### src/hw/rtl/mtsf_pkg.sv
`default_nettype none
package mtsf_pkg;

    // defaults for top level parameters
    localparam int MAX_LENGTH_BYTES_DEF = 4;
    localparam int QUEUE_DEPTH_DEF      = 4;

    // field widths
    localparam int BYTE_W    = 8;
    localparam int LEN_W     = 28;
    localparam int CFG_IDX_W = 8;
    localparam int CMD_BYTES = 8;

    // configuration register indexes
    localparam logic [CFG_IDX_W-1:0] CFG_STRIP_FIRST  = 8'd0;
    localparam logic [CFG_IDX_W-1:0] CFG_STRIP_SECOND = 8'd1;

    // configuration reset values
    localparam logic [BYTE_W-1:0] STRIP_FIRST_RST  = 8'h77;
    localparam logic [BYTE_W-1:0] STRIP_SECOND_RST = 8'h78;

    // status codes
    localparam logic [BYTE_W-1:0] ST_SYSEX      = 8'hf0;
    localparam logic [BYTE_W-1:0] ST_SYSEX_ESC  = 8'hf7;
    localparam logic [BYTE_W-1:0] ST_META       = 8'hff;
    localparam logic [BYTE_W-1:0] ST_SYSTEM     = 8'hf0;
    localparam logic [BYTE_W-1:0] ST_PROGRAM    = 8'hc0;
    localparam logic [BYTE_W-1:0] ST_CH_PRESS   = 8'hd0;
    localparam logic [BYTE_W-1:0] ST_NONE       = 8'h00;
    localparam logic [BYTE_W-1:0] HI_NIBBLE     = 8'hf0;
    localparam logic [BYTE_W-1:0] DATA_MASK     = 8'h7f;

    typedef enum logic [1:0] {
        KIND_DATA  = 2'd0,
        KIND_DONE  = 2'd1,
        KIND_ERROR = 2'd2
    } kind_t;

    typedef enum logic [2:0] {
        PH_DELAY   = 3'd0,
        PH_STATUS  = 3'd1,
        PH_MTYPE   = 3'd2,
        PH_LENGTH  = 3'd3,
        PH_PAYLOAD = 3'd4,
        PH_SKIP    = 3'd5
    } phase_t;

    // what one input byte causes: a run of data bytes and an optional tail
    typedef struct packed {
        logic [CMD_BYTES-1:0][BYTE_W-1:0] bytes;
        logic [2:0]                       data_count;
        logic                             tail_en;
        kind_t                            tail_kind;
    } cmd_t;

endpackage
`default_nettype wire

### src/hw/rtl/midi_track_meta_strip_filter_unit.sv
`default_nettype none
// track chunk filter: one payload byte is taken per cycle while the command queue has
// room; each byte gives zero to eight results (a re-emitted meta header with a four byte
// length plus a chunk status is the longest), and the back end hands out one result per
// cycle while the output is ready, so the sustained rate is one byte per cycle for plain
// data, and event headers are limited by their result count, with QUEUE_DEPTH commands
// of slack between the parser and the output port; there is no clearing pass after reset
module midi_track_meta_strip_filter_unit
    import mtsf_pkg::*;
#(
    parameter int MAX_LENGTH_BYTES = MAX_LENGTH_BYTES_DEF,
    parameter int QUEUE_DEPTH      = QUEUE_DEPTH_DEF
) (
    input  wire logic                 aclk,
    input  wire logic                 aresetn,
    // input byte requests
    input  wire logic                 s_valid,
    output logic                      s_ready,
    input  wire logic [BYTE_W-1:0]    s_in_byte,
    input  wire logic                 s_chunk_end,
    // configuration writes
    input  wire logic                 cfg_valid,
    output logic                      cfg_ready,
    input  wire logic [CFG_IDX_W-1:0] cfg_index,
    input  wire logic [BYTE_W-1:0]    cfg_data,
    // result requests
    output logic                      m_valid,
    input  wire logic                 m_ready,
    output logic [BYTE_W-1:0]         m_out_byte,
    output logic [1:0]                m_out_kind,
    output logic                      m_run_last
);

    // parser to queue
    logic q_push, q_not_full, q_pop, q_not_empty;
    cmd_t push_cmd, head_cmd;

    // front end: parsing, running status, length decoding, strip decision
    mtsf_front #(
        .MAX_LENGTH_BYTES(MAX_LENGTH_BYTES)
    ) u_front (
        .aclk      (aclk),
        .aresetn   (aresetn),
        .in_valid  (s_valid),
        .in_ready  (s_ready),
        .in_byte   (s_in_byte),
        .chunk_end (s_chunk_end),
        .cfg_valid (cfg_valid),
        .cfg_ready (cfg_ready),
        .cfg_index (cfg_index),
        .cfg_data  (cfg_data),
        .q_ready   (q_not_full),
        .q_push    (q_push),
        .q_cmd     (push_cmd)
    );

    // command queue, one entry per byte that has results
    mtsf_queue #(
        .DEPTH(QUEUE_DEPTH)
    ) u_queue (
        .aclk      (aclk),
        .aresetn   (aresetn),
        .push      (q_push),
        .push_cmd  (push_cmd),
        .not_full  (q_not_full),
        .pop       (q_pop),
        .not_empty (q_not_empty),
        .head      (head_cmd)
    );

    // back end: expands a command into single results
    mtsf_back u_back (
        .aclk      (aclk),
        .aresetn   (aresetn),
        .q_valid   (q_not_empty),
        .q_head    (head_cmd),
        .q_pop     (q_pop),
        .out_valid (m_valid),
        .out_ready (m_ready),
        .out_byte  (m_out_byte),
        .out_kind  (m_out_kind),
        .run_last  (m_run_last)
    );

endmodule
`default_nettype wire

### src/hw/rtl/mtsf_front.sv
`default_nettype none
module mtsf_front
    import mtsf_pkg::*;
#(
    parameter int MAX_LENGTH_BYTES = MAX_LENGTH_BYTES_DEF
) (
    input  wire logic                 aclk,
    input  wire logic                 aresetn,
    input  wire logic                 in_valid,
    output logic                      in_ready,
    input  wire logic [BYTE_W-1:0]    in_byte,
    input  wire logic                 chunk_end,
    input  wire logic                 cfg_valid,
    output logic                      cfg_ready,
    input  wire logic [CFG_IDX_W-1:0] cfg_index,
    input  wire logic [BYTE_W-1:0]    cfg_data,
    input  wire logic                 q_ready,
    output logic                      q_push,
    output cmd_t                      q_cmd
);

    localparam int CNT_W = $clog2(MAX_LENGTH_BYTES + 1);
    localparam logic [CNT_W-1:0] CNT_MAX = CNT_W'(MAX_LENGTH_BYTES);

    logic [BYTE_W-1:0] strip_first_reg, strip_second_reg;

    phase_t            phase_reg, phase_next;
    logic [BYTE_W-1:0] rs_reg, rs_next;
    logic [LEN_W-1:0]  acc_reg, acc_next;
    logic [CNT_W-1:0]  lcnt_reg, lcnt_next;
    logic [LEN_W-1:0]  prem_reg, prem_next;
    logic [BYTE_W-1:0] mtype_reg, mtype_next;
    logic              drop_reg, drop_next;
    logic              verb_reg, verb_next;

    logic              accept;
    logic              err;
    logic              swallow;
    cmd_t              cmd;
    logic [LEN_W-1:0]  acc_new;
    logic [CNT_W-1:0]  lcnt_new;
    logic [2:0]        vlq_n;
    logic [3:0][BYTE_W-1:0] vlq_b;
    logic [BYTE_W-1:0] hi;

    // minimal variable length encoding, most significant group first
    always_comb begin
        vlq_n = 3'd1;
        if (acc_new >= LEN_W'(32'h80))     vlq_n = 3'd2;
        if (acc_new >= LEN_W'(32'h4000))   vlq_n = 3'd3;
        if (acc_new >= LEN_W'(32'h200000)) vlq_n = 3'd4;
        vlq_b = '0;
        case (vlq_n)
            3'd1: begin
                vlq_b[0] = {1'b0, acc_new[6:0]};
            end
            3'd2: begin
                vlq_b[0] = {1'b1, acc_new[13:7]};
                vlq_b[1] = {1'b0, acc_new[6:0]};
            end
            3'd3: begin
                vlq_b[0] = {1'b1, acc_new[20:14]};
                vlq_b[1] = {1'b1, acc_new[13:7]};
                vlq_b[2] = {1'b0, acc_new[6:0]};
            end
            default: begin
                vlq_b[0] = {1'b1, acc_new[27:21]};
                vlq_b[1] = {1'b1, acc_new[20:14]};
                vlq_b[2] = {1'b1, acc_new[13:7]};
                vlq_b[3] = {1'b0, acc_new[6:0]};
            end
        endcase
    end

    assign acc_new  = {acc_reg[LEN_W-8:0], in_byte[6:0]};
    assign lcnt_new = lcnt_reg + CNT_W'(1);
    assign accept   = in_valid && in_ready;
    assign in_ready = q_ready;
    assign cfg_ready = 1'b1;

    always_comb begin
        phase_next = phase_reg;
        rs_next    = rs_reg;
        acc_next   = acc_reg;
        lcnt_next  = lcnt_reg;
        prem_next  = prem_reg;
        mtype_next = mtype_reg;
        drop_next  = drop_reg;
        verb_next  = verb_reg;
        cmd        = '0;
        cmd.tail_kind = KIND_DATA;
        err        = 1'b0;
        swallow    = 1'b0;
        hi         = '0;

        if (verb_reg) begin
            cmd.bytes[0] = in_byte;
            cmd.data_count = 3'd1;
        end else begin
            case (phase_reg)
                PH_DELAY: begin
                    if (in_byte != 8'd0) begin
                        verb_next = 1'b1;
                        cmd.bytes[0] = in_byte;
                        cmd.data_count = 3'd1;
                    end else begin
                        phase_next = PH_STATUS;
                    end
                end
                PH_STATUS: begin
                    if (in_byte[7]) begin
                        if (in_byte == ST_SYSEX || in_byte == ST_SYSEX_ESC) begin
                            rs_next    = in_byte;
                            acc_next   = '0;
                            lcnt_next  = '0;
                            phase_next = PH_LENGTH;
                        end else if (in_byte == ST_META) begin
                            rs_next    = ST_META;
                            phase_next = PH_MTYPE;
                        end else if (in_byte >= ST_SYSTEM) begin
                            err = 1'b1;
                        end else begin
                            hi = in_byte & HI_NIBBLE;
                            rs_next = in_byte;
                            prem_next = (hi == ST_PROGRAM || hi == ST_CH_PRESS) ?
                                        LEN_W'(1) : LEN_W'(2);
                            drop_next = 1'b0;
                            cmd.bytes[0] = 8'd0;
                            cmd.bytes[1] = in_byte;
                            cmd.data_count = 3'd2;
                            phase_next = PH_PAYLOAD;
                        end
                    end else if (rs_reg == ST_NONE) begin
                        err = 1'b1;
                    end else begin
                        // running status: one data byte already here
                        hi = rs_reg & HI_NIBBLE;
                        drop_next = 1'b0;
                        cmd.bytes[0] = 8'd0;
                        cmd.bytes[1] = rs_reg;
                        cmd.bytes[2] = in_byte;
                        cmd.data_count = 3'd3;
                        if (hi == ST_PROGRAM || hi == ST_CH_PRESS) begin
                            prem_next  = '0;
                            phase_next = PH_DELAY;
                        end else begin
                            prem_next  = LEN_W'(1);
                            phase_next = PH_PAYLOAD;
                        end
                    end
                end
                PH_MTYPE: begin
                    mtype_next = in_byte;
                    drop_next  = (in_byte == strip_first_reg) ||
                                 (in_byte == strip_second_reg);
                    acc_next   = '0;
                    lcnt_next  = '0;
                    phase_next = PH_LENGTH;
                end
                PH_LENGTH: begin
                    acc_next  = acc_new;
                    lcnt_next = lcnt_new;
                    if (in_byte[7]) begin
                        if (lcnt_new >= CNT_MAX) err = 1'b1;
                    end else begin
                        if (rs_reg == ST_META) begin
                            if (!drop_reg) begin
                                cmd.bytes[0] = 8'd0;
                                cmd.bytes[1] = ST_META;
                                cmd.bytes[2] = mtype_reg;
                                for (int i = 0; i < 4; i++) begin
                                    cmd.bytes[3+i] = vlq_b[i];
                                end
                                cmd.data_count = vlq_n + 3'd3;
                            end
                        end else begin
                            drop_next = 1'b0;
                            cmd.bytes[0] = 8'd0;
                            cmd.bytes[1] = rs_reg;
                            for (int i = 0; i < 4; i++) begin
                                cmd.bytes[2+i] = vlq_b[i];
                            end
                            cmd.data_count = vlq_n + 3'd2;
                        end
                        prem_next = acc_new;
                        lcnt_next = '0;
                        if (acc_new == '0) begin
                            if (rs_reg >= ST_SYSTEM) rs_next = ST_NONE;
                            phase_next = PH_DELAY;
                        end else begin
                            phase_next = PH_PAYLOAD;
                        end
                    end
                end
                PH_PAYLOAD: begin
                    if (!drop_reg) begin
                        cmd.bytes[0] = in_byte;
                        cmd.data_count = 3'd1;
                    end
                    prem_next = prem_reg - LEN_W'(1);
                    if (prem_next == '0) begin
                        if (rs_reg >= ST_SYSTEM) rs_next = ST_NONE;
                        phase_next = PH_DELAY;
                    end
                end
                default: begin
                    swallow = 1'b1;
                end
            endcase
        end

        if (swallow) begin
            cmd.data_count = '0;
        end else if (err) begin
            cmd.tail_en   = 1'b1;
            cmd.tail_kind = KIND_ERROR;
            if (!chunk_end) phase_next = PH_SKIP;
        end else if (chunk_end) begin
            cmd.tail_en   = 1'b1;
            cmd.tail_kind = (verb_next || phase_next == PH_DELAY) ? KIND_DONE : KIND_ERROR;
        end
    end

    assign q_cmd  = cmd;
    assign q_push = accept && (cmd.data_count != 3'd0 || cmd.tail_en);

    always_ff @(posedge aclk) begin
        if (!aresetn) begin
            strip_first_reg  <= STRIP_FIRST_RST;
            strip_second_reg <= STRIP_SECOND_RST;
        end else if (cfg_valid && cfg_ready) begin
            if (cfg_index == CFG_STRIP_FIRST)  strip_first_reg  <= cfg_data;
            if (cfg_index == CFG_STRIP_SECOND) strip_second_reg <= cfg_data;
        end
    end

    always_ff @(posedge aclk) begin
        if (!aresetn) begin
            phase_reg <= PH_DELAY;
            rs_reg    <= '0;
            acc_reg   <= '0;
            lcnt_reg  <= '0;
            prem_reg  <= '0;
            mtype_reg <= '0;
            drop_reg  <= 1'b0;
            verb_reg  <= 1'b0;
        end else if (accept) begin
            if (chunk_end) begin
                phase_reg <= PH_DELAY;
                rs_reg    <= '0;
                acc_reg   <= '0;
                lcnt_reg  <= '0;
                prem_reg  <= '0;
                mtype_reg <= '0;
                drop_reg  <= 1'b0;
                verb_reg  <= 1'b0;
            end else begin
                phase_reg <= phase_next;
                rs_reg    <= rs_next;
                acc_reg   <= acc_next;
                lcnt_reg  <= lcnt_next;
                prem_reg  <= prem_next;
                mtype_reg <= mtype_next;
                drop_reg  <= drop_next;
                verb_reg  <= verb_next;
            end
        end
    end

    // verbatim copying never meets a parse error
    a_verb_no_err: assert property (@(posedge aclk) disable iff (!aresetn)
        verb_reg |-> !err && !swallow)
        else $error("parse error while copying verbatim");

    // the length counter never passes its limit
    a_lcnt_bound: assert property (@(posedge aclk) disable iff (!aresetn)
        lcnt_reg <= CNT_MAX)
        else $error("length byte count out of range");

    // a dropped channel event cannot exist
    a_drop_meta: assert property (@(posedge aclk) disable iff (!aresetn)
        (drop_reg && phase_reg == PH_PAYLOAD) |-> rs_reg == ST_META)
        else $error("drop flag set outside a meta event");

endmodule
`default_nettype wire

### src/hw/rtl/mtsf_queue.sv
`default_nettype none
module mtsf_queue
    import mtsf_pkg::*;
#(
    parameter int DEPTH = QUEUE_DEPTH_DEF
) (
    input  wire logic aclk,
    input  wire logic aresetn,
    input  wire logic push,
    input  wire cmd_t push_cmd,
    output logic      not_full,
    input  wire logic pop,
    output logic      not_empty,
    output cmd_t      head
);

    localparam int PTR_W = (DEPTH > 1) ? $clog2(DEPTH) : 1;
    localparam int CNT_W = $clog2(DEPTH + 1);
    localparam logic [PTR_W-1:0] PTR_LAST = PTR_W'(DEPTH - 1);
    localparam logic [CNT_W-1:0] CNT_FULL = CNT_W'(DEPTH);

    cmd_t             mem_reg [DEPTH];
    logic [PTR_W-1:0] wr_ptr_reg, rd_ptr_reg;
    logic [CNT_W-1:0] count_reg;

    assign not_full  = count_reg != CNT_FULL;
    assign not_empty = count_reg != '0;
    assign head      = mem_reg[rd_ptr_reg];

    always_ff @(posedge aclk) begin
        if (push) mem_reg[wr_ptr_reg] <= push_cmd;
    end

    always_ff @(posedge aclk) begin
        if (!aresetn) begin
            wr_ptr_reg <= '0;
            rd_ptr_reg <= '0;
            count_reg  <= '0;
        end else begin
            if (push) wr_ptr_reg <= (wr_ptr_reg == PTR_LAST) ? '0 : wr_ptr_reg + PTR_W'(1);
            if (pop)  rd_ptr_reg <= (rd_ptr_reg == PTR_LAST) ? '0 : rd_ptr_reg + PTR_W'(1);
            if (push && !pop)      count_reg <= count_reg + CNT_W'(1);
            else if (pop && !push) count_reg <= count_reg - CNT_W'(1);
        end
    end

    a_no_overflow: assert property (@(posedge aclk) disable iff (!aresetn)
        push |-> not_full)
        else $error("push into full queue");

    a_no_underflow: assert property (@(posedge aclk) disable iff (!aresetn)
        pop |-> not_empty)
        else $error("pop from empty queue");

    a_count_bound: assert property (@(posedge aclk) disable iff (!aresetn)
        count_reg <= CNT_FULL)
        else $error("queue count out of range");

endmodule
`default_nettype wire

### src/hw/rtl/mtsf_back.sv
`default_nettype none
module mtsf_back
    import mtsf_pkg::*;
(
    input  wire logic               aclk,
    input  wire logic               aresetn,
    input  wire logic               q_valid,
    input  wire cmd_t               q_head,
    output logic                    q_pop,
    output logic                    out_valid,
    input  wire logic               out_ready,
    output logic [BYTE_W-1:0]       out_byte,
    output logic [1:0]              out_kind,
    output logic                    run_last
);

    logic [2:0] idx_reg;
    logic [3:0] total;
    logic       is_data;
    logic       is_last;

    assign total   = {1'b0, q_head.data_count} + {3'b000, q_head.tail_en};
    assign is_data = idx_reg < q_head.data_count;
    assign is_last = ({1'b0, idx_reg} + 4'd1) == total;

    assign out_valid = q_valid;
    assign out_byte  = is_data ? q_head.bytes[idx_reg] : 8'd0;
    assign out_kind  = is_data ? KIND_DATA : q_head.tail_kind;
    assign run_last  = is_last;
    assign q_pop     = out_valid && out_ready && is_last;

    always_ff @(posedge aclk) begin
        if (!aresetn) begin
            idx_reg <= '0;
        end else if (out_valid && out_ready) begin
            idx_reg <= is_last ? 3'd0 : idx_reg + 3'd1;
        end
    end

    a_nonempty_cmd: assert property (@(posedge aclk) disable iff (!aresetn)
        q_valid |-> total != 4'd0 && {1'b0, idx_reg} < total)
        else $error("result index beyond command");

endmodule
`default_nettype wire

### config.mk
export PLATFORM = sky130hd
export DESIGN_NAME = midi_track_meta_strip_filter_unit
export DESIGN_NICKNAME = d
export VERILOG_FILES = /design/src/hw/rtl/mtsf_pkg.sv /design/src/hw/rtl/midi_track_meta_strip_filter_unit.sv /design/src/hw/rtl/mtsf_front.sv /design/src/hw/rtl/mtsf_queue.sv /design/src/hw/rtl/mtsf_back.sv
export SDC_FILE = /design/constraint.sdc
export NUM_CORES = 1
export LEC_CHECK = 0
export CAP_MARGIN = 20
export CORE_MARGIN = 2
export CORE_UTILIZATION = 60
export CTS_CLUSTER_DIAMETER = 100
export CTS_CLUSTER_SIZE = 16
export DETAILED_ROUTE_END_ITERATION = 6
export DONT_BUFFER_PORTS = 1
export HOLD_SLACK_MARGIN = 0.06
export PLACE_DENSITY = 0.76
export SKIP_CTS_REPAIR_TIMING = 1
export SLEW_MARGIN = 20
export SYNTH_ARGS = -nofsm -noshare
export SYNTH_HDL_FRONTEND = slang
export SYNTH_SLANG_ARGS = --single-unit
### constraint.sdc
create_clock -name aclk -period 6.6 [get_ports aclk]
set_input_delay 0 -clock aclk [delete_from_list [all_inputs] [get_ports aclk]]
set_output_delay 0 -clock aclk [all_outputs]
set_load 0.02 [all_outputs]
# Yosys cells after proc, flatten, opt, wreduce, memory -nomap -nowiden
# Memory sizes are Yosys's and may differ from the RTL's. A register that Yosys moved wholly into a read port is not among the register bits.
# Index checks and enable logic that the tools add are counted.
# op_classes
n_addsub	11
n_lt_le_gt_ge	8
n_eq_ne	34
muxes	118
n_reduce_logical	37
# op_table
operator	n
$mux W28	8
$mux W8	16
$mux W21	4
$mux W3	28
$pmux W28 S3	1
$mux W19	4
$pmux W8 S3	3
$pmux W21 S3	1
$mux W59	1
$mux W58	1
$logic_not A28 Y1	2
$mux W51	1
$mux W48	1
$pmux W11 S4	1
$mux W11	3
$eq A8 B8 Y1 const B	4
$mux W32	1
$pmux W16 S2	1
$ge A28 B15 Y1 const B	1
$ge A28 B22 Y1 const B	1
$ge A28 B8 Y1 const B	1
$sub A28 B1 Y28 const B	1
$mux W1	26
$mux W26	1
48 further kinds	96
# word_totals
register_bits	99
mem_bits_rw	248
in_bits	30
output_inout_bits	14
word_cells	223
n_memories	1
# mem_list
memory	words	width	read_ports	rd_clocked_by_memory_dff	wr	line_no	rtl
u_queue.mem_reg	4	62	1	1	1	mtsf_queue.sv:22	cmd_t mem_reg [DEPTH];

# Longest topological paths before layout
# Gate-level depths: netlist of run 1.
# logic_depth
word_depth	20
mapped_depth	18
depth_no_buf	15

# Hierarchy
# From an unflattened synthesis of run 1, not the netlist that was laid out.
# hier_totals
hier_cells	1389
hier_area_um2	17963.5
# by_module_without_submodules
module	n_inst	cells_each	area_per_inst_um2	seq_area_each_um2
mtsf_queue	1	411	10633.9	8588.2
mtsf_front	1	902	6451.2	1781.7
mtsf_back	1	76	878.3	60.1

# Worst setup path after synthesis of run 1
# OpenSTA, ideal clock, no wires.
# synth_timing
path_type	reg2reg
startpoint	register (tool-made name)
endpoint	register u_queue.count_reg[2]
setup_time_ns	0.076
arrival_time_ns	4.854
t_required_ns	6.524
setup_slack_ns	1.671
path_stages_with_launch	19
path_buffers	3
synth_period_minus_slack_ns	4.929
cell_sequence	dfxtp_1 -> clkbuf_1 -> buf_1 -> buf_2 -> mux4_2 -> ha_1 -> ha_1 -> xnor2_1 -> nand3_1 -> or3_1 -> a21oi_1 -> and3_1 -> inv_1 -> ha_1 -> inv_1 -> fa_1 -> xor2_1 -> or3_1 -> a21boi_0
# synth_rtl
element	line_no	rtl
end signal: assignment	mtsf_queue.sv:42	if (push && !pop) count_reg <= count_reg + CNT_W'(1);
end signal: assignment	mtsf_queue.sv:43	else if (pop && !push) count_reg <= count_reg - CNT_W'(1);
end: declaration	mtsf_queue.sv:24	logic [CNT_W-1:0] count_reg;

==> results.yml, run 1 <==
min_path:
  min_path_type: "input port to flip-flop"
  hold_path_depth: 2
grt:
  grt_max_degree: 111
  track_usage_pct: 28.7
  antenna_found_initial: 0
  grt_pass1_wl_um: 63400
  grt_pass1_vias: 11000
  grt_overflow_total: 0
clock_tree:
  cts_buffers: 25
  cts-root-buf: "clkbuf_16"
  clkTransAtPathRegs_ns: 0.08
  cts.sinks: 345
  clock_latency_ns: 0.57
  cts_max_path_buffers: 3
  htree_levels: 1
  cts_tree: "done"
finish:
  syn_to_final_growth_pct: 7.59
  final_util_pct: 66.0
  layout_commonest_cell: "edfxtp_1"
  largest_register_ffs: 244
  layout_common_cells: "edfxtp_1 (244), nand2_1 (131), dfxtp_1 (99)"
  nNetsFinal: 1392
  fin_area_mm2: 0.0179
  final-instance-count-excl-fill: 1733
  drive_gt1_share_pct: 10.7
  antenna_cells: 0
yosys:
  ys_seq_elements: 345
  ys.flop_type: "edfxtp_1"
  synth_area_mm2: 0.0166
  synth_edf_count: 244
  yosysWarningCount: 0
  ys_types: 78
  synth_nets: 1425
  syn_inst: 1376
  ys_seq_area_share_pct: 56.2
  synth-async-reset-ratio_pct: 0
  avgSynthCellArea_um2: 12.1
critical_path:
  criticalPathCategory: "flip-flop to flip-flop"
  r2r_cells: 11
  endpoint_kind: "flip-flop"
  crit_path_start_kind: "flip-flop"
  path_buf_inv: 2
  worstPathMaxFanout: 37
  crit_slowest_cell: "and2_2"
  critPathArrivalTime_ns: 5.13
  critical_path_depth: 11
  ff2ff_setup_slack_ns: 1.69
  critPathTopFamily: "simple AND/OR/NAND/NOR gates"
  required_ns: 6.82
  cpPeakStageDelay_ns: 0.87
  path_cells: "nor4_1 > nand2_1 > a31oi_1 > inv_1 > ha_1 > xnor2_1 > a211oi_1 > nor4_2 > a21oi_1 > and2_2 > buf_4"
timing:
  max_freq_mhz: 204
  setup_viol: 0
  worstMarginPinSlew_ns: 1.07
  whs_ns: -0.0227
  fin_skew_ns: 0.0209
  maxSlewViolCount: 0
  relSlewSlack_pct: 28.1
  tns_ns: 0
  post-route-period-util_pct: 74.4
  rsz0062_at_grt: "no"
  finalHoldViolCount: 4
  period_minus_slack_ns: 4.91
die:
  io_pins: 44
  dieArea_mm2: 0.0291
  chipWidth_um: 171
  start_util_pct: 61.4
  die_height_um: 171
  coreArea_mm2: 0.0271
  rows: 60
placed_design:
  dpl_cell_area_mm2: 0.0168
  dp_hpwl_um: 26700
  buffer_ports.inserted: 0
  place_inst: 1658
  place.gp.congestion: 0.955
run_status:
  violations: "design-rule violations, negative hold slack"
  status: "finished, violations left"
pwr:
  irDropWorstVdd_uv: 241
  power.leakage_nw: 5.68
  power.density_mw_per_mm2: 298
flow_run:
  maxCapViolCount: 0
route:
  vias: 11500
  vias_per_cell: 6.65
  drcViolationCount: 10
  first_pass_iters: 7
  wl_um: 42800
  antenna_left: 0
  wl_per_cell_um: 24.7
  dr.first_iter.drc_count: 1509
## through the flow
step / total power, mW / worst slack [ns]
final: 5.33 / 1.69
after global placement: 3.82 / 1.87
after floorplan: 3.59 / 1.67
after CTS: 5.32 / 1.74
after global routing: 5.53 / 1.33
after detailed placement: 3.87 / 1.75
## worst paths after layout
path,from,to
setup reg to reg,u_front.acc_reg[17]$_SDFFE_PN0P_,u_queue.mem_reg[2][42]$_DFFE_PP_
setup / recovery,u_front.acc_reg[17]$_SDFFE_PN0P_,u_queue.mem_reg[2][42]$_DFFE_PP_
hold / removal,s_in_byte[4],u_queue.mem_reg[2][18]$_DFFE_PP_
hold reg to reg,u_front.lcnt_reg[1]$_SDFFE_PN0P_,u_front.lcnt_reg[1]$_SDFFE_PN0P_
## logic make-up after synthesis
kind of cell               count (synthesis)  synth area share [%]
other                                      1                0.0225
adders and majority gates                 19                  1.47
xor gates and xnor gates                  36                  1.90
DFF                                      345                  56.2
AOI/OAI and AO/OA                        288                  12.3
buffers and inverters                    133                  3.12
muxes                                     96                  10.9
and+or+nand+nor                          458                  14.1
## synthesized netlist by cell type (all sizes together) (6+ instances only)
library cell | instances | area [um^2]
a211oi | 20 | 163
a21boi | 28 | 210
a21oi | 42 | 210
a221oi | 9 | 78.8
a222oi | 6 | 60.1
a22o | 7 | 61.3
a22oi | 43 | 323
a31oi | 7 | 43.8
and2 | 31 | 194
and3 | 7 | 43.8
buf | 21 | 98.8
clkbuf | 85 | 319
dfxtp | 101 | 2020
edfxtp | 244 | 7330
ha | 18 | 225
inv | 27 | 101
mux2i | 28 | 280
mux4 | 68 | 1530
nand2 | 131 | 492
nand2b | 7 | 43.8
nand3 | 49 | 245
nand4 | 11 | 68.8
nor2 | 73 | 274
nor2b | 44 | 275
nor3 | 33 | 165
nor3b | 8 | 65.1
nor4 | 21 | 144
o21a | 10 | 75.1
o21ai | 53 | 265
o22ai | 9 | 56.3
o311ai | 7 | 61.3
o31ai | 10 | 88.8
or2 | 7 | 46.3
or3 | 12 | 75.1
or4 | 9 | 71.3
xnor2 | 14 | 123
xor2 | 22 | 193
## where the power goes
group	switching [mW]	internal [mW]	total (mW)
Combinational	0.704	0.435	1.14
Sequential	0.108	2.61	2.72
Clock	0.726	0.741	1.47
Total	1.54	3.79	5.33
## worst reg2reg max path, cell delays in order (launching register included)
cell and delay [ns]:
dfxtp_1 0.35, nor4_1 0.42, nand2_1 0.19, a31oi_1 0.44, inv_1 0.14, ha_1 0.23, xnor2_1 0.12, a211oi_1 0.69
nor4_2 0.20, a21oi_1 0.37, and2_2 0.87, buf_4 0.52
## cell type report
class | count | area [um^2]
clock inverters | 2 | 25.0
clock buffers | 43 | 714
inverters | 27 | 101
well taps | 372 | 465
repair buffers | 46 | 438
flip-flops and latches | 345 | 9350
fillers | 1972 | 9210
multi-input cells | 898 | 6800
## layer usage
layer	vias to the layer above	GRT usage, %	share of wire (%)
met5	-	0	0
li1	5166	-	-
met2	599	47.3	47
met3	134	4.02	8.8
met4	0	10.0	4.5
met1	5617	39.5	40
(Power assumes the default switching activity.)
==> run 2: changes to the inputs <==
==> constraint.sdc (replaced) <==
create_clock -name aclk -period 4.8 [get_ports aclk]
set_input_delay 0 -clock aclk [delete_from_list [all_inputs] [get_ports aclk]]
set_output_delay 0 -clock aclk [all_outputs]
set_load 0.02 [all_outputs]
==> results.yml, run 2 (synthesis gave the netlist of run 1 again) <==
run_status:
  status: "finished, violations left"
  violations: "design-rule violations"
critical_path:
  regToRegStartpoint: "u_front.acc_reg[17]$_SDFFE_PN0P_"
  r2r_end: "u_queue.count_reg[2]$_SDFFE_PN0P_"
  critPathArrivalTime_ns: 4.74
  crit_path_end: "u_queue.count_reg[2]$_SDFFE_PN0P_"
  criticalPathCategory: "flip-flop to flip-flop"
  required_ns: 5.27
  crit_path_start_kind: "flip-flop"
  ff2ff_setup_slack_ns: 0.53
  crit_start: "u_front.acc_reg[17]$_SDFFE_PN0P_"
  endpoint_kind: "flip-flop"
  worstPathMaxFanout: 5
  r2r_cells: 16
die:
  chipWidth_um: 171
  coreArea_mm2: 0.0271
  dieArea_mm2: 0.0291
  io_pins: 44
  die_height_um: 171
  start_util_pct: 61.4
  rows: 60
clock_tree:
  cts.sinks: 345
  clock_latency_ns: 0.54
  clkTransAtPathRegs_ns: 0.07
  cts_buffers: 25
  htree_levels: 1
  cts_tree: "done"
  cts_max_path_buffers: 3
  cts-root-buf: "clkbuf_16"
timing:
  setup_viol: 0
  max_freq_mhz: 234
  rsz0062_at_grt: "no"
  whs_ns: 0.00173
  tns_ns: 0
  fin_skew_ns: 0.0135
  maxSlewViolCount: 0
  finalHoldViolCount: 0
  relSlewSlack_pct: 27.0
  post-route-period-util_pct: 88.9
  period_minus_slack_ns: 4.27
  worstMarginPinSlew_ns: 1.09
  fin_ws_ns: 0.534
pwr:
  cell_internal_pwr_mw: 5.22
  power_frac_seq_pct: 50.5
  p_comb_share_pct: 22.6
  sw_frac_of_total_pct: 29.0
  netSwitchingPower_mw: 2.13
  clockPowerShare_pct: 26.9
  power.leakage_nw: 5.76
  power.density_mw_per_mm2: 407
  irDropWorstVdd_uv: 247
flow_run:
  maxCapViolCount: 0
route:
  first_pass_iters: 7
  dr.first_iter.drc_count: 1635
  drcViolationCount: 5
  vias: 11700
  antenna_left: 0
  wl_per_cell_um: 24.6
  vias_per_cell: 6.67
  wl_um: 43000
finish:
  layout_common_cells: "edfxtp_1 (244), nand2_1 (131), dfxtp_1 (99)"
  antenna_cells: 0
  layout_commonest_cell: "edfxtp_1"
  syn_to_final_growth_pct: 8.62
  final-seq-area_mm2: 0.00935
  largest_register_ffs: 244
  multi_input_area_mm2: 0.00680
  final.fill_count: 1917
  drive_gt1_share_pct: 11.4
  nNetsFinal: 1409
grt:
  antenna_found_initial: 0
  grt_max_degree: 111
  grt_pass1_wl_um: 63600
  grt_overflow_total: 0
  grt_pass1_vias: 11100
  track_usage_pct: 28.5
placed_design:
  place.gp.congestion: 0.949
  place_ws_ns: 0.572
  dp_hpwl_um: 26200
  buffer_ports.inserted: 0
min_path:
  min_path_type: "input port to flip-flop"
[run 2: power groups by stage]
stage | Sequential, mW | Clock (mW) | Combinational, mW
6_report | 3.72 | 1.98 | 1.66
5_1_grt | 3.74 | 2.09 | 1.79
4_1_cts | 3.72 | 1.99 | 1.62
3_5_place_dp | 3.78 | 0 | 1.60
3_3_place_gp | 3.75 | 0 | 1.59
2_1_floorplan | 3.74 | 0 | 1.19
[run 2: routing by layer]
layer | GRT usage [%] | wire, um
met5 | 0 | 0
met4 | 8.84 | 1400
met3 | 4.28 | 3730
met2 | 46.5 | 20300
met1 | 40.0 | 17600
[run 2: worst min-delay path by stage]
stage | depth (start not counted) | startpoint | slack [ns] | end
after CTS | 1 | aresetn | -0.47 | u_front.strip_second_reg[3]$_SDFFE_PN1P_
after detailed placement | 1 | aresetn | 0.08 | u_front.strip_first_reg[0]$_SDFFE_PN1P_
after global routing | 5 | s_chunk_end | 0.08 | u_front.prem_reg[15]$_SDFFE_PN0P_
after floorplan | 2 | cfg_data[3] | 0.13 | u_front.strip_second_reg[3]$_SDFFE_PN1P_
final | 5 | s_chunk_end | 0.002 | u_front.prem_reg[15]$_SDFFE_PN0P_
after global placement | 1 | aresetn | 0.08 | u_front.strip_first_reg[5]$_SDFFE_PN1P_
[run 2: layout make-up]
class | count | area share [%]
sequential | 345 | 51.8
multi-input combinational | 898 | 37.6
clock buffer | 43 | 3.89
timing repair buffer | 63 | 3.53
tap | 372 | 2.58
inverter | 27 | 0.561
clock inverter | 1 | 0.0416
[run 2: per-stage QoR]
stage               power, mW  utilization (%)  instance area (um^2)  std cells
global route             7.63             66.7                 18100       1749
global placement         5.33             62.7                 17000       1671
detailed placement       5.38             62.7                 17000       1671
finish                   7.36             66.7                 18100       1749
CTS                      7.33             65.3                 17700       1715
floorplan                4.94                -                 16600       1376
[run 2: critical path, cell delays in order (launching register included)]
cell,delay [ns]
dfxtp_1,0.35
nor4_1,0.46
nand2_1,0.21
a31oi_1,0.45
inv_1,0.13
ha_1,0.24
xnor2_1,0.12
a211oi_1,0.28
buf_4,0.19
nor4_2,0.07
a21oi_1,0.32
ha_1,0.24
inv_1,0.07
fa_1,0.43
xor2_1,0.17
or3_1,0.30
a21boi_0,0.15
